## src/rtl/dpoc_sieve.sv

```systemverilog
`default_nettype none
module dpoc_sieve #(
   parameter int MAX_N      = 1024,
   parameter int MAX_PRIMES = 172
) (
   input  wire logic                                     clock,
   input  wire logic                                     reset,
   // prime table write port
   output      logic                                     prime_we,
   output      logic [(MAX_PRIMES > 1 ? $clog2(MAX_PRIMES) : 1)-1:0] prime_waddr,
   output      logic [$clog2(MAX_N+1)-1:0]               prime_wdata,
   // composite mark port (shares the ways memory)
   output      logic                                     mark_we,
   output      logic [$clog2(MAX_N+1)-1:0]               mark_waddr,
   output      logic                                     mark_wdata,
   output      logic [$clog2(MAX_N+1)-1:0]               mark_raddr,
   input  wire logic                                     mark_rdata,
   // status
   output      logic                                     done,
   output      logic [$clog2(MAX_PRIMES+1)-1:0]          prime_total
);

   localparam int N_W  = $clog2(MAX_N + 1);
   localparam int PA_W = (MAX_PRIMES > 1) ? $clog2(MAX_PRIMES) : 1;
   localparam int PC_W = $clog2(MAX_PRIMES + 1);

   localparam logic [2:0] SV_CLR  = 3'd0;
   localparam logic [2:0] SV_RD   = 3'd1;
   localparam logic [2:0] SV_CHK  = 3'd2;
   localparam logic [2:0] SV_MARK = 3'd3;
   localparam logic [2:0] SV_DONE = 3'd4;

   logic [2:0]     state_ff, state_in;
   logic [N_W-1:0] i_ff, i_in;
   logic [N_W:0]   j_ff, j_in;
   logic [PC_W-1:0] cnt_ff, cnt_in;
   logic [N_W:0]   j_step;
   logic [N_W:0]   i_dbl;

   assign j_step = j_ff + {1'b0, i_ff};
   assign i_dbl  = {i_ff, 1'b0};

   // Clear the marks, then walk the candidates and strike multiples of each prime
   always_comb begin
      state_in    = state_ff;
      i_in        = i_ff;
      j_in        = j_ff;
      cnt_in      = cnt_ff;
      prime_we    = 1'b0;
      prime_waddr = cnt_ff[PA_W-1:0];
      prime_wdata = i_ff;
      mark_we     = 1'b0;
      mark_waddr  = i_ff;
      mark_wdata  = 1'b0;
      mark_raddr  = i_ff;
      unique case (state_ff)
         SV_CLR: begin
            mark_we = 1'b1;
            if (i_ff == N_W'(MAX_N)) begin
               i_in     = N_W'(2);
               state_in = SV_RD;
            end else begin
               i_in = i_ff + 1'b1;
            end
         end
         SV_RD: begin
            state_in = SV_CHK;
         end
         SV_CHK: begin
            if (!mark_rdata) begin
               prime_we = 1'b1;
               cnt_in   = cnt_ff + 1'b1;
               j_in     = i_dbl;
               if (cnt_in == PC_W'(MAX_PRIMES) || i_ff == N_W'(MAX_N)) begin
                  state_in = SV_DONE;
               end else if (i_dbl <= (N_W+1)'(MAX_N)) begin
                  state_in = SV_MARK;
               end else begin
                  i_in     = i_ff + 1'b1;
                  state_in = SV_RD;
               end
            end else if (i_ff == N_W'(MAX_N)) begin
               state_in = SV_DONE;
            end else begin
               i_in     = i_ff + 1'b1;
               state_in = SV_RD;
            end
         end
         SV_MARK: begin
            mark_we    = 1'b1;
            mark_waddr = j_ff[N_W-1:0];
            mark_wdata = 1'b1;
            j_in       = j_step;
            if (j_step > (N_W+1)'(MAX_N)) begin
               i_in     = i_ff + 1'b1;
               state_in = SV_RD;
            end
         end
         SV_DONE: begin
            state_in = SV_DONE;
         end
         default: begin
            state_in = SV_DONE;
         end
      endcase
   end

   always_ff @(posedge clock) begin
      if (reset) begin
         state_ff <= SV_CLR;
         i_ff     <= '0;
         cnt_ff   <= '0;
      end else begin
         state_ff <= state_in;
         i_ff     <= i_in;
         cnt_ff   <= cnt_in;
      end
      j_ff <= j_in;
   end

   assign done        = (state_ff == SV_DONE);
   assign prime_total = cnt_ff;

endmodule
`default_nettype wire

```

## config.mk

```make
export PLATFORM = sky130hd
export DESIGN_NAME = dpoc_sieve
export DESIGN_NICKNAME = d
export VERILOG_FILES = /design/src/rtl/dpoc_sieve.sv
export SDC_FILE = /design/constraint.sdc
export NUM_CORES = 1
export LEC_CHECK = 0
export ABC_AREA = 1
export BUFFER_PORTS_ARGS = -buffer_cell sky130_fd_sc_hd__buf_2
export CAP_MARGIN = 0
export CELL_PAD_IN_SITES_DETAIL_PLACEMENT = 1
export CELL_PAD_IN_SITES_GLOBAL_PLACEMENT = 1
export CORE_MARGIN = 2
export CORE_UTILIZATION = 39
export DETAILED_ROUTE_END_ITERATION = 16
export GPL_ROUTABILITY_DRIVEN = 1
export MAX_ROUTING_LAYER = met4
export PLACE_DENSITY_LB_ADDON = 0.25
export SLEW_MARGIN = 10
export SYNTH_ARGS = -nofsm -noshare
export SYNTH_HDL_FRONTEND = slang
export SYNTH_SLANG_ARGS = --single-unit
```

## constraint.sdc

```tcl
create_clock -name clock -period 2.8 [get_ports clock]
set_input_delay 0.14 -clock clock [delete_from_list [all_inputs] [get_ports clock]]
set_output_delay 0.14 -clock clock [all_outputs]
set_load 0.005 [all_outputs]
```

==> impl_metrics.yaml <==
final_layout:
  syn_to_final_growth_pct: 14.7
  instances_no_fill: 559
  nFillCells: 967
  final_nets: 480
  final_layout_size_suffix_gt1_share_pct: 22.0
  antenna_cells: 0
grt:
  grt_max_degree: 24
  grt_first_pass_wirelength_um: 13100
  grt_overflow: 0
  grt_use_total_pct: 22.1
  grt_pass1_vias: 2710
  met3_usage_pct: 3.05
  grt_antenna_before_repair: 0
  grtUsageMet2_pct: 36.4
  busiest_layer: "met2"
  use_met1_pct: 29.0
clock_tree:
  h-tree-depth: 2
  cts.sinks: 34
  cts_root_buffer: "clkbuf_8"
  clkTransAtPathRegs_ps: 80
  hold_buffers: 0
  cts_tree: "built"
  insertion_delay_ps: 300
  cts-buffers-inserted: 5
  cts_max_path_buffers: 2
status:
  status: "completed"
timing:
  rsz0062_at_grt: "no"
  max_slew_margin_pct: 65.4
  slew_violations: 0
  timing.fmax_mhz: 402
  setup_tns_ps: 0
  fin_worst_skew_ps: 8.77
  period_minus_slack_ps: 2490
  fin_crit_sh_pct: 88.9
  tightest_slew_ps: 518
  hold_violations: 0
  setup_violations: 0
routing:
  ant_nets: 0
  wirelength_um: 8070
  viasPerCell: 5.00
  first_pass_iters: 4
  first_iter_violations: 84
  wl_per_cell_um: 14.4
  routed-via-count: 2796
  route.detailed.drc: 0
pwr:
  switchingPower_mw: 1.57
  total_power_mw: 3.33
  leakagePower_nw: 1.79
  swShare_pct: 47.3
  p_int_mw: 1.76
  combinationalPowerShare_pct: 61.2
  p_per_area_nw_per_um2: 1030
  power_frac_clock_pct: 16.0
  pwr-share-seq_pct: 22.7
  peakVddDrop_v: 0.000466
critical_path:
  worstPathArrival_ps: 2720
  cp-end-kind: "register"
  cp.required_ps: 3040
  crit_fanout: 23
  worst_setup_path_start_kind: "register"
  path_class: "reg -> reg"
yosys:
  synthCells: 415
  ys.warnings.count: 0
  syn_area_um2: 2820
  synth_seq_cells: 34
  ys_types: 37
  synthFlopType: "dfxtp_1"
  async_reset_ff_share_pct: 0
  ys_seq_area_share_pct: 28.4
  synth-edff-count: 12
  avgSynthCellArea_um2: 6.79
  syn_nets: 433
die:
  ios: 56
  die_y_um: 89
  core_area_um2: 6910
  dieArea_um2: 7920
  rows: 30
  initial_core_util_pct: 40.8
  die_w_um: 89
place:
  hpwlAfterDp_um: 6400
  place_inst: 551
  portBuffers: 55
  place_congestion: 0.840
job:
  drv_cap: 0
worst_hold_path:
  min_path_type: "in -> reg"
==> critical path: stages (launching register included) <==
cell	delay [ps]
edfxtp_1	400
ha_1	230
fa_1	440
nand2_1	90
nand2_1	80
nand3_1	90
nand3b_1	80
nand2_1	110
nand2_1	70
nor2_2	100
nand3_1	90
nand2_1	130
nand2_4	190
nand3_1	150
nand2_1	70
nor2_1	100
==> placed cells by master, fill, tap and decap left out, drive strengths merged <==
master / count
nand3b: 2
o21bai: 2
edfxtp: 12
and2: 1
fa: 1
nor3: 9
nand2: 118
dfxtp: 22
nor4: 2
xor2: 8
a21boi: 1
bufinv: 1
nand3: 38
a211oi: 1
a31oi: 2
buf: 68
nor2: 38
clkinv: 1
o21a: 1
clkbuf: 6
ha: 14
or2: 2
o41ai: 1
nor3b: 1
nand4: 9
o21ai: 23
inv: 55
a21oi: 24
==> kinds of logic (layout without fill, tap and decap cells) <==
kind of cell / Yosys count / after routing / synth area share [%]
AOI/OAI and AO/OA: 55 / 55 / 11.1
xor gates and xnor gates: 8 / 8 / 2.49
adders and majority gates: 15 / 15 / 6.93
buffers and inverters: 83 / 131 / 15.0
DFF: 34 / 34 / 28.4
and+or+nand+nor: 220 / 220 / 36.1
==> flip-flops by register name (all words and copies together), names as in the netlist <==
signal       flops
prime_total      8
mark_raddr      11
j_ff            12
state_ff         3
==> power by group through the flow <==
stage	Clock (mW)	Combinational, mW	Sequential (mW)
after floorplan	0	1.36	0.825
after global placement	0	1.97	0.757
after detailed placement	0	2.02	0.764
after CTS	0.543	2.04	0.754
after global routing	0.567	2.31	0.772
final	0.534	2.04	0.756
==> cell type report <==
type | instances | area [um2] | area share (%)
clock buffers | 6 | 93.8 | 2.90
clock inverters | 2 | 38.8 | 1.20
inverters | 55 | 206 | 6.39
multi-input cells | 298 | 1600 | 49.5
flip-flops and latches | 34 | 801 | 24.8
well taps | 96 | 120 | 3.72
repair buffers | 68 | 373 | 11.5
==> worst paths after layout <==
check | from | end | slack, ps | depth (start not counted)
worst max-delay path | j_ff[0] | mark_raddr[4] | 310 | 15
worst min-delay path | reset | state_ff[1] | 120 | 2
worst max register to register | j_ff[0] | mark_raddr[4] | 310 | 15
worst min register to register | prime_total[0] | prime_total[0] | 520 | 2
==> cells in the mapped netlist (2+ instances only) <==
cell | n | area, um2
buf_4 | 19 | 143
a31oi_1 | 2 | 12.5
nor3_1 | 9 | 45.0
nor2_2 | 5 | 31.3
nand2_2 | 3 | 18.8
buf_6 | 4 | 45.0
nand4_1 | 9 | 56.3
nor4_1 | 2 | 12.5
nand2_1 | 114 | 428
clkbuf_1 | 4 | 15.0
o21ai_0 | 22 | 110
nand3b_1 | 2 | 15.0
edfxtp_1 | 12 | 360
inv_2 | 3 | 11.3
inv_1 | 52 | 195
nand3_2 | 10 | 100
o21bai_1 | 2 | 15.0
ha_1 | 14 | 175
nor2_1 | 32 | 120
dfxtp_1 | 22 | 440
or2_1 | 2 | 12.5
xor2_1 | 8 | 70.1
nand3_1 | 28 | 140
a21oi_1 | 22 | 110
==> stage by stage <==
stage	cell area [um2]	worst slack (ps)	hold WS [ps]	util [%]
2_1_floorplan	2820	591	209	-
3_3_place_gp	3090	354	424	44.8
3_5_place_dp	3090	262	443	44.8
4_1_cts	3230	212	113	46.7
5_1_grt	3230	115	131	46.8
6_report	3230	311	122	46.8
==> what timing repair did <==
item | CTS | global route
setup buffers | 0 | 0
endpoints found under the setup margin | 0 | 5
gates resized for setup | 0 | 1
==> metal layers <==
metal,vias up,share of wire (%)
li1,1423,-
met1,1339,48
met2,28,49
met3,6,1.8
met4,0,1.1
met5,-,0
Note: power is estimated with default switching activity, not from simulation.
