<file path="config.mk">
export PLATFORM = sky130hd
export DESIGN_NAME = dpoc_ram
export DESIGN_NICKNAME = d
export VERILOG_FILES = /design/src/rtl/dpoc_ram.sv
export SDC_FILE = /design/constraint.sdc
export NUM_CORES = 1
export LEC_CHECK = 0
export BUFFER_PORTS_ARGS = -buffer_cell sky130_fd_sc_hd__buf_4
export CAP_MARGIN = 20
export CORE_MARGIN = 4
export CORE_UTILIZATION = 30
export DETAILED_ROUTE_END_ITERATION = 10
export HOLD_SLACK_MARGIN = 0.15
export SLEW_MARGIN = 40
export SYNTH_ARGS = -nofsm -noshare
export SYNTH_HDL_FRONTEND = slang
export SYNTH_SLANG_ARGS = --single-unit
</file>
<file path="constraint.sdc">
create_clock -name clock -period 3 [get_ports clock]
set_input_delay 0.3 -clock clock [delete_from_list [all_inputs] [get_ports clock]]
set_output_delay 0.3 -clock clock [all_outputs]
set_load 0.1 [all_outputs]
</file>
<file path="src/rtl/dpoc_ram.sv">
`default_nettype none
module dpoc_ram #(
   parameter int WIDTH = 8,
   parameter int DEPTH = 16
) (
   input  wire logic                                   clock,
   input  wire logic                                   wr_en,
   input  wire logic [(DEPTH > 1 ? $clog2(DEPTH) : 1)-1:0] wr_addr,
   input  wire logic [WIDTH-1:0]                       wr_data,
   input  wire logic [(DEPTH > 1 ? $clog2(DEPTH) : 1)-1:0] rd_addr,
   output      logic [WIDTH-1:0]                       rd_data
);

   logic [WIDTH-1:0] mem_ff [DEPTH];
   logic [WIDTH-1:0] rd_data_ff;

   // Write one entry, read one entry with registered data
   always_ff @(posedge clock) begin
      if (wr_en) begin
         mem_ff[wr_addr] <= wr_data;
      end
      rd_data_ff <= mem_ff[rd_addr];
   end

   assign rd_data = rd_data_ff;

endmodule
`default_nettype wire

</file>
==> summary.md, run 1 <==
| Metric | Value |
|---|---|
| CP max stage delay | `0.65 ns` |
| Setup_tns | `0 ns` |
| Crit path cell chain | `buf_4 > mux4_1 > a22oi_1 > nand2_1` |
| Final Wtd Congestion | `0.724` |
| First-pass GRT wire length | `15.7 mm` |
| Status | `finished clean` |
| GRT Overall Usage | `11.2%` |
| Tcrit/Tclk final | `52.2%` |
| Fin. Hold Viols | `0` |
| Clk slew on worst S/H paths | `0.06 ns` |
| Initial antenna violation count | `0` |
| Longest Clk Path Bufs | `2` |
| Routed Antenna Nets | `0` |
| Initial Util | `30.8%` |
| Mapped Area | `0.00515 sq mm` |
| Cell family with most CP delay | `multiplexers` |
| Seq/Total Area, Yosys | `77.8%` |
| Critical path startpoint category | `input port` |
| Tightest Pin Transition | `0.860 ns` |
| Crit-path max FO | `32` |
| Core area | `0.0167 sq mm` |
| Worst Path Required | `3.28 ns` |
| Yosys top cell by area | `edfxtp_1` |
| Post-Layout Inst Area | `0.00617 sq mm` |
| Post-CTS Resized | `0` |
| Inserted Clock Buffers | `17` |
| DR pass1 iterations | `4` |
| Commonest non-fill, non-tap cells in the layout | `edfxtp_1 (128), buf_4 (33), mux4_2 (18), clkbuf_16 (17), a22oi_1 (16)` |
| I/O Buffers | `25` |
| Type of the worst min-delay path | `in -> reg` |
| Highest clock rate | `638 MHz` |
| Post-CTS Setup Inserts | `0` |
| Final WL | `10.3 mm` |
| FF+latch count, synth | `136` |
| Buffers & Inverters on Critical Path | `1` |
| Largest net degree at the start of global routing | `33` |
| Avg Cell Area, Syn | `22.5 sq um` |
| Vias in the first global route | `2575` |
| IO Count | `26` |
| H-tree depth | `4` |
| Worst-skew pair later-pin latency | `0.40 ns` |
| Chip width | `139 microns` |
| Setup CP Type | `in -> reg` |
| Die Y | `139 microns` |
| CTS Hold Bufs | `0` |
| Post-DP Area | `0.00560 sq mm` |
| Post-synthesis cell count | `229` |
| Commonest non-fill, non-tap cell in the layout | `edfxtp_1` |
| VDD IR max | `0.423 mV` |
| PD cells | `712 mW/mm^2` |
| Final Max Tran Viols | `0` |
| FP Rows | `47` |
| Worst slew margin | `42.5%` |
| # diodes | `0` |
| CP max-delay cell | `mux4_1` |
| Lkg Pwr | `0.00203 uW` |
| Synth warnings | `0` |
| CP endpoint kind | `flip-flop` |
| HPWL after DPL | `6.52 mm` |
| Vias/cell | `4.68` |
| Overall power | `4400 uW` |
| Unique masters post-synth | `19` |
| Synth area leaders | `edfxtp_1 (75%), mux4_2 (7.9%), mux4_1 (7.1%)` |
| CTS tree | `done` |
| Fin util | `37.0%` |
| Final net count | `289` |
| Syn Nets | `247` |
| Clock Tree Root | `clkbuf_16` |
| P&R area growth vs syn | `19.9%` |
| Final Skew | `0.00594 ns` |
| Layout cells sized above 1 | `31.0%` |
| Min Tclk post-route | `1.57 ns` |
| Yosys top cell area share | `74.7%` |
| Arrival time at the worst endpoint | `1.85 ns` |
| DR WL/cell | `20.4 microns` |
| Residual DRC | `0` |
| Via count | `2358` |
| Clock Sinks | `136` |
| Max-cap violations | `0` |
| Final setup viols | `0` |
| Unrepaired setup endpoints after global routing | `no` |
| Initial drt markers | `217` |
| Grt total ovfl | `0` |
| Die area | `0.0193 sq mm` |
==> worst register-to-register path, delay by kind of cell, from the launching register on <==
family,cells,cell delay [ns]
and+or+nand+nor,1,0.11
DFF,1,0.34
muxes,1,0.52
AOI/OAI and AO/OA,1,0.29
==> power breakdown <==
group	internal [uW]	switching, uW	total, uW
Sequential	2130	15.7	2140
Combinational	91.5	203	294
Clock	1260	702	1960
==> sequential cells by signal, summed over array words and instances, names as in the netlist <==
name,flops
mem_ff,128
rd_data,8
==> metrics by stage <==
step	instances	hold slack [ns]	setup WS (ns)
final	504	0.211	1.43
after global routing	504	0.208	1.32
after CTS	504	0.198	1.39
after detailed placement	472	0.619	0.967
after global placement	472	0.610	0.973
after floorplan	229	0.399	1.21
==> Yosys cell counts <==
library cell / n
buf_6: 3
nor3_1: 4
mux4_1: 14
nor2_1: 13
edfxtp_1: 128
buf_4: 1
dfxtp_1: 8
clkdlybuf4s25_2: 3
nor2b_1: 1
or3b_2: 1
nand2b_1: 2
a22oi_1: 16
buf_2: 3
and2_1: 1
nand2_1: 9
nand3_1: 1
mux4_2: 18
nand3b_1: 2
and2b_1: 1
==> area by class of cell <==
class                      instances  area, sq um
clock inverter                     9          100
multi-input combinational         83         1080
fill                            1526        10500
sequential                       136         4000
timing repair buffer              33          248
clock buffer                      23          468
tap                              220          275
==> logic make-up after synthesis <==
family / Yosys count / share of synthesized area, %
buf+inv: 10 / 1.68
simple gates: 35 / 3.18
compound gates: 16 / 2.33
mux: 32 / 15.0
flops: 136 / 77.8
==> routing by layer <==
| metal | global-route usage [%] | share of wire, % | vias up |
|---|---|---|---|
| met5 | 0 | 0 | - |
| met2 | 17.8 | 50 | 61 |
| met1 | 14.8 | 44 | 1234 |
| met3 | 3.52 | 4.6 | 6 |
| li1 | - | - | 1057 |
| met4 | 3.60 | 0.50 | 0 |
==> path summary, 6_finish.rpt <==
| path | cells past startpoint | to | slack [ns] | from |
|---|---|---|---|---|
| worst max-delay path | 4 | rd_data[5] | 1.43 | rd_addr[0] |
| worst min register to register | 3 | rd_data[4] | 0.66 | mem_ff[12][4] |
| worst min-delay path | 1 | mem_ff[9][1] | 0.21 | wr_data[1] |
| worst max register to register | 3 | rd_data[5] | 1.62 | mem_ff[1][5] |
(Power assumes the default switching activity.)
==> inputs of run 2 (changes only) <==
==> constraint.sdc (replaced) <==
create_clock -name clock -period 1.5 [get_ports clock]
set_input_delay 0.15 -clock clock [delete_from_list [all_inputs] [get_ports clock]]
set_output_delay 0.15 -clock clock [all_outputs]
set_load 0.1 [all_outputs]
==> run 2 against run 1 <==
First-iteration DRC count grew 39%. Count of clock-buffer cells in the layout shrank 3. Sequential cell count is the same. Setup slack lost 1.3 ns. Global-route usage grew 0.084 points. Largest cell class unchanged.
==> summary.md, run 2 (same netlist as run 1, synthesis figures left out) <==
| Metric | Value |
|---|---|
| Commonest non-fill, non-tap cells in the layout | `edfxtp_1 (128), buf_4 (43), mux4_2 (18), clkbuf_16 (17), a22oi_1 (16)` |
| HPWL after DPL | `6.94 mm (+6.4%)` |
| Crit-path max FO | `1 (-97%)` |
| Worst R2R Setup Slack | `0.15 ns (-1.47 ns)` |
| Final Skew | `0.00691 ns (+0.000968 ns)` |
| Grt total ovfl | `0 (unchanged)` |
| Critical path startpoint category | `flip-flop` |
| Arrival time at the worst endpoint | `1.64 ns (-0.21 ns)` |
| Vias in the first global route | `2637 (+2.4%)` |
| Crit path cell chain | `mux4_1 > a22oi_1 > nand2_1` |
| R2r startpoint | `mem_ff[1][1]` |
| Residual DRC | `0 (unchanged)` |
| Final WL | `10.3 mm (+0.44%)` |
| Lkg Pwr | `0.00222 uW (+9.1%)` |
| Vias/cell | `4.63 (-1.1%)` |
| Via count | `2435 (+3.3%)` |
| Initial drt markers | `302 (+39%)` |
| Post-CTS Setup Inserts | `0 (unchanged)` |
| First-pass GRT wire length | `16.1 mm (+2.5%)` |
| Chip width | `139 microns (unchanged)` |
| Type of the worst min-delay path | `in -> reg` |
| Inserted Clock Buffers | `17 (unchanged)` |
| Routed Antenna Nets | `0 (unchanged)` |
| Overall power | `9740 uW (+120%)` |
| Final Max Tran Viols | `0 (unchanged)` |
| Biggest register | `mem_ff` |
| Final net count | `311 (+7.6%)` |
| Post-DP Area | `0.00574 sq mm (+2.6%)` |
| # diodes | `0 (unchanged)` |
| Post-CTS Resized | `0 (unchanged)` |
| Clk slew on worst S/H paths | `0.06 ns (about the same)` |
| PD cells | `1490 mW/mm^2 (+110%)` |
| Placed cells | `486 (+3.0%)` |
| Hold Path End | `rd_data[7]` |
| GRT Overall Usage | `11.3% (+0.084 points)` |
| I/O Buffers | `25 (unchanged)` |
| VDD IR max | `0.791 mV (+87%)` |
| Worst R2R Path Depth | `3 (unchanged)` |
| CTS tree | `done` |
| P&R area growth vs syn | `26.7%` |
| Clock Sinks | `136 (unchanged)` |
| Layout Cells excl Fill | `526 (+4.4%)` |
| Highest clock rate | `738 MHz` |
| Tcrit/Tclk final | `90.3%` |
| Post-Layout Inst Area | `0.00652 sq mm (+5.6%)` |
| Initial Util | `30.8% (unchanged)` |
| Core area | `0.0167 sq mm (unchanged)` |
| Worst slew margin | `45.6% (+3.1 points)` |
| Min Tclk post-route | `1.35 ns` |
| Longest Clk Path Bufs | `2 (unchanged)` |
| Final Wtd Congestion | `0.736 (+1.6%)` |
| DR WL/cell | `19.6 microns (-3.8%)` |
| Cell family with most CP delay | `multiplexers` |
| CP endpoint kind | `flip-flop` |
| Buffers & Inverters on Critical Path | `0 (-1)` |
| Worst Path Required | `1.79 ns (-1.49 ns)` |
| Final setup viols | `0 (unchanged)` |
| Layout cells sized above 1 | `31.7% (+0.71 points)` |
| CP max-delay cell | `mux4_1` |
| CP max stage delay | `0.50 ns (-0.15 ns)` |
| H-tree depth | `4 (unchanged)` |
| Initial antenna violation count | `0 (unchanged)` |
| Die area | `0.0193 sq mm (unchanged)` |
| Worst-skew pair later-pin latency | `0.41 ns (about the same)` |
| Unrepaired setup endpoints after global routing | `no` |
| DR pass1 iterations | `4 (unchanged)` |
| Worst hold margin | `0.252 ns (+0.0412 ns)` |
| Status | `finished clean` |
| Setup CP Type | `reg -> reg` |
| FP Rows | `47 (unchanged)` |
| Fin. Hold Viols | `0 (unchanged)` |
| Tightest Pin Transition | `0.815 ns (-0.0450 ns)` |
| IO Count | `26 (unchanged)` |
| WHS Path Cells | `4 (+3)` |
| Max reg flops | `128 (unchanged)` |
| Commonest non-fill, non-tap cell in the layout | `edfxtp_1` |
| Clock Tree Root | `clkbuf_16` |
| Min-delay src | `rd_addr[1]` |
| Largest net degree at the start of global routing | `17 (-48%)` |
| Fin util | `39.0% (+2.1 points)` |
| Die Y | `139 microns (unchanged)` |
| FF-to-FF End | `rd_data[1]` |
| CTS Hold Bufs | `8 (+8)` |
| Max-cap violations | `0 (unchanged)` |
==> run 2: cell type report <==
type | count | area [sq um]
Fill cell | 1498 | 10200
Clock buffer | 20 | 447
Timing Repair Buffer | 55 | 483
Tap cell | 220 | 275
Multi-Input combinational cell | 83 | 1060
Clock inverter | 12 | 249
Sequential cell | 136 | 4000
==> run 2: tightest hold or removal path: stages <==
cell     delay (ns)
buf_4          0.16
mux4_2         0.20
a22oi_1        0.06
nand2_1        0.06
==> run 2: metrics by stage <==
stage	TNS [ns]	setup WS, ns
final	0	0.146
after global routing	0	0.0442
after CTS	0	0.0974
after detailed placement	-0.107	-0.0919
after global placement	-0.124	-0.0998
after floorplan	0	0.0839
==> run 2: metal layers <==
metal	GRT usage, %	routed length (microns)	up-vias
met4	3.86	95	0
met1	14.7	4610	1274
met5	0	0	-
met3	3.28	430	14
li1	-	-	1100
met2	18.2	5190	47
==> run 2: worst max path at each step <==
stage / from / to / slack [ns] / cells past startpoint
finish: mem_ff[1][1] / rd_data[1] / 0.15 / 3
CTS: mem_ff[1][1] / rd_data[1] / 0.1 / 3
floorplan: wr_addr[2] / mem_ff[3][0] / 0.08 / 2
global placement: rd_addr[0] / rd_data[1] / -0.1 / 5
global route: mem_ff[1][1] / rd_data[1] / 0.04 / 3
detailed placement: rd_addr[0] / rd_data[1] / -0.09 / 5
==> run 2: power by group <==
part / total, uW / switching, uW / internal (uW)
logic: 634 / 409 / 225
registers: 4280 / 28.5 / 4250
clock network: 4830 / 1490 / 3330
