==> src/rtl/dpoc_pkg.sv <==
`default_nettype none
package dpoc_pkg;

   // Width of the order count and of every entry of the ways memory
   localparam int ORDER_W = 63;
   localparam logic [ORDER_W-1:0] SAT_MAX = {ORDER_W{1'b1}};

   // Result passed from the counting engine to the output stage
   typedef struct packed {
      logic               overflow;
      logic [ORDER_W-1:0] order_count;
   } result_type;

   // Saturating add; bit ORDER_W flags saturation, the low bits hold the sum
   function automatic logic [ORDER_W:0] sat_add(input logic [ORDER_W-1:0] a,
                                                input logic [ORDER_W-1:0] b);
      logic [ORDER_W:0] s;
      s = {1'b0, a} + {1'b0, b};
      return s[ORDER_W] ? {1'b1, SAT_MAX} : s;
   endfunction

endpackage
`default_nettype wire

==> src/rtl/dpoc_count.sv <==
`default_nettype none
module dpoc_count #(
   parameter int MAX_N      = 1024,
   parameter int MAX_PRIMES = 172
) (
   input  wire logic                                     clock,
   input  wire logic                                     reset,
   // request side
   input  wire logic                                     start,
   input  wire logic [$clog2(MAX_N+1)-1:0]               bound,
   output      logic                                     idle,
   // result side, held until taken
   output      logic                                     res_valid,
   input  wire logic                                     res_take,
   output      dpoc_pkg::result_type                     res,
   // prime table
   input  wire logic [$clog2(MAX_PRIMES+1)-1:0]          prime_total,
   output      logic [(MAX_PRIMES > 1 ? $clog2(MAX_PRIMES) : 1)-1:0] prime_raddr,
   input  wire logic [$clog2(MAX_N+1)-1:0]               prime_rdata,
   // ways memory
   output      logic                                     ways_we,
   output      logic [$clog2(MAX_N+1)-1:0]               ways_waddr,
   output      logic [dpoc_pkg::ORDER_W-1:0]             ways_wdata,
   output      logic [$clog2(MAX_N+1)-1:0]               ways_raddr,
   input  wire logic [dpoc_pkg::ORDER_W-1:0]             ways_rdata
);

   localparam int N_W  = $clog2(MAX_N + 1);
   localparam int PA_W = (MAX_PRIMES > 1) ? $clog2(MAX_PRIMES) : 1;
   localparam int PC_W = $clog2(MAX_PRIMES + 1);
   localparam int OW   = dpoc_pkg::ORDER_W;

   localparam logic [3:0] CT_IDLE = 4'd0;
   localparam logic [3:0] CT_CLR  = 4'd1;
   localparam logic [3:0] CT_PRD  = 4'd2;
   localparam logic [3:0] CT_PCHK = 4'd3;
   localparam logic [3:0] CT_K0   = 4'd4;
   localparam logic [3:0] CT_KL   = 4'd5;
   localparam logic [3:0] CT_SRD  = 4'd6;
   localparam logic [3:0] CT_SACC = 4'd7;
   localparam logic [3:0] CT_DONE = 4'd8;

   logic [3:0]       state_ff, state_in;
   logic [N_W-1:0]   n_ff, n_in;
   logic [N_W-1:0]   k_ff, k_in;
   logic [N_W-1:0]   p_ff, p_in;
   logic [2*N_W-1:0] pw_ff, pw_in;
   logic [PC_W-1:0]  pi_ff, pi_in;
   logic             first_ff, first_in;
   logic [OW-1:0]    acc_ff, acc_in;
   logic             ovf_ff, ovf_in;
   logic [OW:0]      acc_sum;
   logic [OW-1:0]    acc_new;

   assign acc_sum = dpoc_pkg::sat_add(acc_ff, ways_rdata);
   assign acc_new = first_ff ? ways_rdata : acc_sum[OW-1:0];

   // Clear the ways, fold in each prime's powers with the sum descending, then add up
   always_comb begin
      state_in    = state_ff;
      n_in        = n_ff;
      k_in        = k_ff;
      p_in        = p_ff;
      pw_in       = pw_ff;
      pi_in       = pi_ff;
      first_in    = first_ff;
      acc_in      = acc_ff;
      ovf_in      = ovf_ff;
      prime_raddr = pi_ff[PA_W-1:0];
      ways_we     = 1'b0;
      ways_waddr  = k_ff;
      ways_wdata  = '0;
      ways_raddr  = k_ff;
      unique case (state_ff)
         CT_IDLE: begin
            if (start) begin
               n_in     = bound;
               k_in     = '0;
               ovf_in   = 1'b0;
               state_in = CT_CLR;
            end
         end
         CT_CLR: begin
            ways_we    = 1'b1;
            ways_wdata = OW'(k_ff == '0);
            pi_in      = '0;
            if (k_ff == n_ff) begin
               k_in     = '0;
               acc_in   = '0;
               state_in = (prime_total == '0) ? CT_SRD : CT_PRD;
            end else begin
               k_in = k_ff + 1'b1;
            end
         end
         CT_PRD: begin
            state_in = CT_PCHK;
         end
         CT_PCHK: begin
            p_in = prime_rdata;
            if (prime_rdata > n_ff || prime_rdata < N_W'(2)) begin
               k_in     = '0;
               acc_in   = '0;
               state_in = CT_SRD;
            end else begin
               k_in     = n_ff;
               state_in = CT_K0;
            end
         end
         CT_K0: begin
            pw_in    = (2*N_W)'(p_ff);
            first_in = 1'b1;
            state_in = CT_KL;
         end
         CT_KL: begin
            first_in = 1'b0;
            acc_in   = acc_new;
            if (!first_ff && acc_sum[OW]) begin
               ovf_in = 1'b1;
            end
            if (pw_ff <= (2*N_W)'(k_ff)) begin
               ways_raddr = k_ff - pw_ff[N_W-1:0];
               pw_in      = pw_ff[N_W-1:0] * p_ff;
            end else begin
               ways_we    = 1'b1;
               ways_wdata = acc_new;
               if (k_ff == p_ff) begin
                  pi_in = pi_ff + 1'b1;
                  if (pi_in == prime_total) begin
                     k_in     = '0;
                     acc_in   = '0;
                     state_in = CT_SRD;
                  end else begin
                     state_in = CT_PRD;
                  end
               end else begin
                  k_in     = k_ff - 1'b1;
                  state_in = CT_K0;
               end
            end
         end
         CT_SRD: begin
            first_in = 1'b0;
            state_in = CT_SACC;
         end
         CT_SACC: begin
            acc_in = acc_sum[OW-1:0];
            if (acc_sum[OW]) begin
               ovf_in = 1'b1;
            end
            if (k_ff == n_ff) begin
               state_in = CT_DONE;
            end else begin
               k_in     = k_ff + 1'b1;
               state_in = CT_SRD;
            end
         end
         CT_DONE: begin
            if (res_take) begin
               state_in = CT_IDLE;
            end
         end
         default: begin
            state_in = CT_IDLE;
         end
      endcase
   end

   always_ff @(posedge clock) begin
      if (reset) begin
         state_ff <= CT_IDLE;
         ovf_ff   <= 1'b0;
      end else begin
         state_ff <= state_in;
         ovf_ff   <= ovf_in;
      end
      n_ff     <= n_in;
      k_ff     <= k_in;
      p_ff     <= p_in;
      pw_ff    <= pw_in;
      pi_ff    <= pi_in;
      first_ff <= first_in;
      acc_ff   <= acc_in;
   end

   assign idle            = (state_ff == CT_IDLE);
   assign res_valid       = (state_ff == CT_DONE);
   assign res.overflow    = ovf_ff;
   assign res.order_count = acc_ff;

endmodule
`default_nettype wire

==> config.mk <==
export PLATFORM = sky130hd
export DESIGN_NAME = dpoc_count
export DESIGN_NICKNAME = d
export VERILOG_FILES = /design/src/rtl/dpoc_pkg.sv /design/src/rtl/dpoc_count.sv
export SDC_FILE = /design/constraint.sdc
export NUM_CORES = 1
export LEC_CHECK = 0
export ABC_AREA = 1
export BUFFER_PORTS_ARGS = -buffer_cell sky130_fd_sc_hd__buf_2
export CAP_MARGIN = 20
export CORE_ASPECT_RATIO = 0.7
export CORE_MARGIN = 3
export CORE_UTILIZATION = 30
export CTS_CLUSTER_DIAMETER = 150
export CTS_CLUSTER_SIZE = 10
export DETAILED_ROUTE_END_ITERATION = 8
export PLACE_DENSITY = 0.45
export SLEW_MARGIN = 10
export SYNTH_ARGS = -nofsm -noshare
export SYNTH_HDL_FRONTEND = slang
export SYNTH_SLANG_ARGS = --single-unit
==> constraint.sdc <==
create_clock -name clock -period 9.5 [get_ports clock]
set_clock_uncertainty 0.15 [all_clocks]
set_input_delay 0.475 -clock clock [delete_from_list [all_inputs] [get_ports clock]]
set_output_delay 0.475 -clock clock [all_outputs]
set_load 0.03 [all_outputs]
==> run_results.csv, run 1 <==
group,metric,value,unit
power_and_ir_drop,power.leakage,12.7,nW
synthesis,synthCells,3102,
cells_and_area,final_cell_count_no_fill,4167,
sta,drv_slew,0,
sta,setup_tns,0,ns
placement,gp_congestion,0.956,
grt,gr-usage-all-layers,0.225,
placement,post-place-ws,4.00,ns
worst_hold_path,hold_path.class,"in2reg",
sta,max_slew_margin,0.309,
synthesis,synthAdderAreaFrac,0.187,
power_and_ir_drop,clockPowerShare,0.113,
worst_setup_path,worst-setup-path-type,"reg2reg",
synthesis,synth-seq-cells,132,
detailed_routing,wire_per_inst,18.2,um
detailed_routing,drcViolationCount,0,
worst_setup_path,max_stage_delay,0.66,ns
worst_setup_path,slowest_stage,"edfxtp_1",
sta,final-hold-violation-count,0,
status,outcome,"finished, final reports clean",
sta,fin_crit_sh,0.592,
worst_setup_path,path_delay_family,"adder cells",
grt,grt_pass1_wl,114000,um
clock_network,cts.sink_count,132,
floorplan,die_area,67500,um^2
power_and_ir_drop,pwr-share-seq,0.156,
worst_setup_path,ff2ff_setup_slack,3.88,ns
sta,fmax,178,MHz
synthesis,postSynthAreaPerCell,6.22,um^2
clock_network,cts-root-buf,"clkbuf_16",
worst_setup_path,crit_top_cell,"nand2_1",
power_and_ir_drop,power_frac_comb,0.731,
synthesis,yosys.area_share.simple,0.377,
power_and_ir_drop,swShare,0.578,
synthesis,ys_top_cells_by_area,"nand2_1 (22%), edfxtp_1 (20%), inv_1 (12%)",
detailed_routing,detail-route-antenna-nets,0,
detailed_routing,drtPass1Iterations,6,
floorplan,die_w,309,um
cells_and_area,drive_gt1_frac,0.117,
synthesis,yosys_warnings,0,
synthesis,synth-edff-count,127,
floorplan,initial_core_util,0.305,
power_and_ir_drop,ir_drop,281,uV
clock_network,path_clk_slew,0.07,ns
synthesis,synth_top_area_cell,"nand2_1",
synthesis,muxShareOfSynthArea,0,
cells_and_area,fill_cells,7134,
power_and_ir_drop,p_switching,3.71,mW
floorplan,core,63400,um^2
placement,dpl.hpwl,63500,um
synthesis,synth-compound-area-share,0.0576,
worst_setup_path,cp.arrival,5.71,ns
clock_network,htree_levels,4,
grt,overflow,0,
worst_setup_path,cp_max_fo,14,
worst_setup_path,startpoint_type,"register",
worst_setup_path,path_buf_inv,3,
detailed_routing,drt-total-wl,76000,um
power_and_ir_drop,intPower,2.70,mW
floorplan,ioPinCount,257,
synthesis,syn_area,19300,um^2
floorplan,num_rows,77,
sta,fin_crit,5.62,ns
detailed_routing,via_per_inst,4.72,
clock_network,post_cts_resized,0,
synthesis,synth_xor_area_frac,0.0352,
grt,grt_pass1_vias,18100,
synthesis,ys.flop_type,"edfxtp_1",
sta,tightest_slew,1.04,ns
cells_and_area,fin_area,22100,um^2
power_and_ir_drop,p_per_area,289,nW/um^2
synthesis,synth_async_sr_flop_share,0,
synthesis,seq_area_frac_synth,0.203,
clock_network,cts_buffers,17,
grt,grt_start_max_net_pins,80,
placement,dp.cells,4121,
clock_network,cts_tree,"done",
synthesis,synth_top_family_by_area,"simple AND/OR/NAND/NOR gates",
worst_setup_path,cp.required,9.59,ns
run,maxCapViolCount,0,
floorplan,die-height,218,um
synthesis,synth_cell_type_count,47,
cells_and_area,area_growth,14.7,%
cells_and_area,nNetsFinal,3660,
clock_network,clock_latency,0.49,ns
worst_setup_path,path_cells,"nand2_1, inv_1, fa_1, ha_1, fa_1, inv_1, fa_1, fa_1, inv_1, ha_1, nand2_1, o21ai_0, nand2_1, nand2_1, nand2_1, nand2_1, nand3_1, o21ai_0, nand2_1, nand2_1, nand2_1, nand2_1, nor2_1",
clock_network,clockBufferDepth,2,
placement,place_area,21400,um^2
worst_setup_path,cp-end-kind,"register",
synthesis,yosysMostFrequentCell,"nand2_1",
sta,setup_viol,0,
synthesis,synth_commonest_cells,"nand2_1 (1106), inv_1 (621), nor2_1 (255), nand3_1 (197), ha_1 (158)",
detailed_routing,vias,19700,
synthesis,syn_nets,3439,
synthesis,synth_top_area_frac,0.215,
detailed_routing,drt_iter0_markers,1796,
sta,timing.final.ws_setup,3.88,ns
grt,antenna_found_initial,3,
placement,io_buffers,256,
sta,rsz0062_at_grt,"no",
==> final timing paths <==
check / start / endpoint / cells after the start
max reg2reg: pw_ff[1] / pw_ff[15] / 23
max: pw_ff[1] / pw_ff[15] / 23
min: prime_rdata[0] / p_ff[0] / 1
min reg2reg: ovf_ff / ovf_ff / 2
==> cell usage in the layout, fill, tap and decap left out, types with 9 or more instances in the layout <==
master,instances
nand2_1,1105
inv_1,621
buf_2,256
nor2_1,254
nand3_1,197
ha_1,158
edfxtp_1,127
a21oi_1,93
fa_1,82
o21ai_0,79
or2_2,66
nand4_1,54
xor2_1,51
nor3_1,26
xnor2_1,24
clkbuf_16,17
buf_4,16
nor4_1,11
o221ai_1,11
dlygate4sd3_1,11
nand3b_1,9
==> layout make-up <==
class,count,area [um^2],share of cell area
Antenna cell,2,5.00,0.000226
Clock buffer,17,425,0.0192
Sequential cell,132,3910,0.177
Timing Repair Buffer,284,1540,0.0695
Tap cell,829,1040,0.0468
Inverter,623,2340,0.106
Multi-Input combinational cell,2265,12700,0.574
Clock inverter,15,168,0.00757
==> registers in the layout, summed over array words and instances (netlist names) <==
| register | count |
|---|---|
| acc_ff | 63 |
| first_ff | 1 |
| n_ff | 11 |
| ovf_ff | 1 |
| p_ff | 11 |
| prime_raddr | 8 |
| pw_ff | 22 |
| state_ff | 4 |
| ways_waddr | 11 |
==> timing repair <==
action / in CTS / in global routing
endpoints found under the setup margin: 0 / 0
hold buffers: 11 / 0
buffers inserted: 0 / 0
endpoints found under the hold margin: 11 / 0
==> layer usage <==
metal  part of all wire  up-vias  global-route usage  routed length (um)
met2               0.35      629               0.274               26300
met3              0.097       31              0.0666                7390
li1                   -     9991                   -                   -
met1               0.55     9026               0.372               41600
met5             0.0015        -              0.0109                 114
met4             0.0077        4              0.0369                 584
==> per-stage QoR <==
stage	total power, mW	util	hold WS (ns)
after floorplan	4.26	-	0.333
after global placement	5.68	0.338	0.364
after detailed placement	5.61	0.338	0.359
after CTS	6.39	0.349	0.00644
after global routing	7.10	0.349	0.0226
final	6.41	0.349	0.0523
==> power by group through the flow <==
stage	clock network, mW	registers, mW	logic (mW)
2_1_floorplan	0	1.12	3.14
3_3_place_gp	0	1.02	4.66
3_5_place_dp	0	1.01	4.60
4_1_cts	0.749	1.00	4.64
5_1_grt	0.764	1.02	5.32
6_report	0.723	1.00	4.68
==> cells by family (layout without fill, tap and decap cells) <==
logic type,Yosys count,after routing
AO/OA/AOI/OAI,203,203
XOR/XNOR,76,76
adder cells (fa/ha/maj),240,240
buffers and inverters,705,939
flip-flops,132,132
other,0,2
AND/OR/NAND/NOR,1746,1746
Note: power is estimated with default switching activity, not from simulation.
==> inputs of run 2 (changes only) <==
--- a/config.mk
+++ b/config.mk
@@ -14,7 +14,7 @@
 export CTS_CLUSTER_DIAMETER = 150
 export CTS_CLUSTER_SIZE = 10
 export DETAILED_ROUTE_END_ITERATION = 8
-export PLACE_DENSITY = 0.45
+export PLACE_DENSITY = 0.47
 export SLEW_MARGIN = 10
 export SYNTH_ARGS = -nofsm -noshare
 export SYNTH_HDL_FRONTEND = slang
==> constraint.sdc (replaced) <==
create_clock -name clock -period 5.1 [get_ports clock]
set_clock_uncertainty 0.15 [all_clocks]
set_input_delay 0.255 -clock clock [delete_from_list [all_inputs] [get_ports clock]]
set_output_delay 0.255 -clock clock [all_outputs]
set_load 0.03 [all_outputs]
==> run 2 against run 1 <==
  * Worst setup slack worse by 3.7 ns
  * Global-route usage is 0.59 points higher
  * Fmax increased by 13%
  * Clock power is 67% higher
  * Count of clock-buffer cells in the layout rose by 1
  * Die area is the same
  * Wire length up 2.8%
  * Critical path type unchanged
==> run_results.csv, run 2 (same netlist as run 1, synthesis figures left out) <==
group,metric,value,unit
cells_and_area,largest_reg_flops,63,
detailed_routing,dr_wl_met2,26600,um
clock_network,cts_buffers,17,
worst_setup_path,cp.required,5.18,ns
power_and_ir_drop,swShare,0.540,
clock_network,cts-root-buf,"clkbuf_16",
detailed_routing,detail-route-antenna-nets,0,
sta,setup_tns,0,ns
sta,fin_crit_sh,0.972,
worst_setup_path,cp-end-kind,"register",
sta,fmax,202,MHz
worst_hold_path,hold_path.class,"in2reg",
grt,overflow,0,
detailed_routing,drt-total-wl,78100,um
worst_setup_path,startpoint_type,"register",
sta,fin_crit,4.96,ns
power_and_ir_drop,intPower,6.83,mW
sta,max_slew_margin,0.292,
power_and_ir_drop,ir_drop,777,uV
worst_setup_path,cp_max_fo,5,
cells_and_area,area_growth,21.9,%
placement,dp.cells,4203,
power_and_ir_drop,p_per_area,631,nW/um^2
placement,post-place-ws,-0.113,ns
clock_network,clock_latency,0.49,ns
power_and_ir_drop,power_frac_comb,0.797,
sta,timing.final.ws_setup,0.145,ns
sta,tightest_slew,1.06,ns
floorplan,initial_core_util,0.305,
grt,gr-usage-all-layers,0.231,
cells_and_area,final_common_cell,"nand2_1",
cells_and_area,fill_cells,6968,
sta,final-hold-violation-count,0,
grt,grt_pass1_wl,117000,um
placement,dpl.hpwl,65800,um
grt,antenna_found_initial,4,
cells_and_area,final_cell_count_no_fill,4290,
sta,rsz0062_at_grt,"yes",
clock_network,path_clk_slew,0.07,ns
placement,io_buffers,256,
worst_setup_path,worst-setup-path-type,"reg2reg",
detailed_routing,wire_per_inst,18.2,um
cells_and_area,drive_gt1_frac,0.160,
detailed_routing,via_per_inst,4.73,
detailed_routing,drcViolationCount,0,
power_and_ir_drop,clockPowerShare,0.081,
floorplan,ioPinCount,257,
detailed_routing,routed.top_layer,"met4",
clock_network,clockBufferDepth,2,
cells_and_area,layout_common_cells,"nand2_1 (1091), inv_1 (613), buf_2 (256), nor2_1 (250), nand3_1 (196)",
floorplan,die_area,67500,um^2
detailed_routing,dr_wl_met3,7860,um
sta,drv_slew,0,
sta,setup_viol,0,
status,outcome,"finished, final reports clean",
cells_and_area,largest_register,"acc_ff",
detailed_routing,met1Wirelength,43200,um
floorplan,die-height,218,um
grt,grt_pass1_vias,18500,
floorplan,die_w,309,um
power_and_ir_drop,p_switching,8.02,mW
run,maxCapViolCount,0,
detailed_routing,vias,20300,
cells_and_area,nNetsFinal,3782,
worst_setup_path,cp.arrival,5.04,ns
power_and_ir_drop,finalPower,14.9,mW
clock_network,cts_tree,"done",
cells_and_area,top_regs,"acc_ff x63, pw_ff x22",
floorplan,num_rows,77,
grt,grt_start_max_net_pins,92,
detailed_routing,drt_iter0_markers,2000,
power_and_ir_drop,pwr-share-seq,0.122,
detailed_routing,drtPass1Iterations,5,
floorplan,core,63400,um^2
clock_network,cts.sink_count,132,
power_and_ir_drop,power.leakage,13.3,nW
clock_network,htree_levels,4,
placement,gp_congestion,0.996,
## run 2: changes by cell type in the layout (fill, tap and decap cells not counted), sizes merged
cell / change
dlygate4sd3: +24
bufinv: -2
buf: +98
inv: -3
clkbuf: +1
diode: +1
clkinvlp: +1
clkinv: +3
## run 2: per-stage QoR
stage | utilization | hold slack, ns | instance area [um^2]
after detailed placement | 0.349 | 0.286 | 22100
final | 0.371 | 0.0426 | 23500
after CTS | 0.364 | 0.0000486 | 23100
after global routing | 0.371 | 0.0417 | 23500
after global placement | 0.349 | 0.283 | 22100
after floorplan | - | 0.174 | 19300
## run 2: final timing paths
check	startpoint	end	slack (ns)	depth (start not counted)
max	pw_ff[5]	pw_ff[14]	0.14	19
min	ways_rdata[35]	acc_ff[35]	0.04	4
max reg2reg	pw_ff[5]	pw_ff[14]	0.14	19
min reg2reg	ovf_ff	ovf_ff	0.38	2
## run 2: cell type report
class / instances / area (um^2) / area share
inverters: 623 / 2340 / 0.0995
clock buffers: 18 / 429 / 0.0182
diodes: 3 / 7.51 / 0.000319
well taps: 829 / 1040 / 0.0441
clock inverters: 14 / 101 / 0.00431
flip-flops and latches: 132 / 3910 / 0.166
repair buffers: 406 / 2620 / 0.111
multi-input cells: 2265 / 13100 / 0.556
## run 2: layer usage
| layer | GRT usage | vias to the layer above |
|---|---|---|
| li1 | - | 10300 |
| met1 | 0.394 | 9327 |
| met2 | 0.277 | 688 |
| met3 | 0.0564 | 28 |
| met4 | 0.0369 | 0 |
| met5 | 0 | - |
## run 2: critical path: stages (launching register included)
cell	delay [ns]
edfxtp_1	0.41
buf_4	0.20
nand2_1	0.09
fa_1	0.57
fa_1	0.43
fa_1	0.51
inv_2	0.04
fa_1	0.52
inv_1	0.06
fa_1	0.55
inv_2	0.05
ha_4	0.25
nand2_2	0.09
nor2_4	0.04
buf_6	0.12
a21oi_4	0.15
o21a_1	0.20
o21ai_2	0.08
o21ai_1	0.13
a21oi_1	0.05
## run 2: power groups by stage
stage / logic [mW] / clock network, mW / registers (mW)
2_1_floorplan: 5.84 / 0 / 2.07
3_3_place_gp: 9.72 / 0 / 1.83
3_5_place_dp: 9.62 / 0 / 1.83
4_1_cts: 9.94 / 1.25 / 1.81
5_1_grt: 13.1 / 1.28 / 1.83
6_report: 11.8 / 1.21 / 1.81
## run 2: what timing repair did
item	4_1_cts	5_1_grt
hold buffers	35	0
setup buffers	5	11
hold endpoints to repair	38	0
endpoints found under the setup margin	5	14
pin swaps	5	50
gates cloned	0	1
resized for setup	8	95
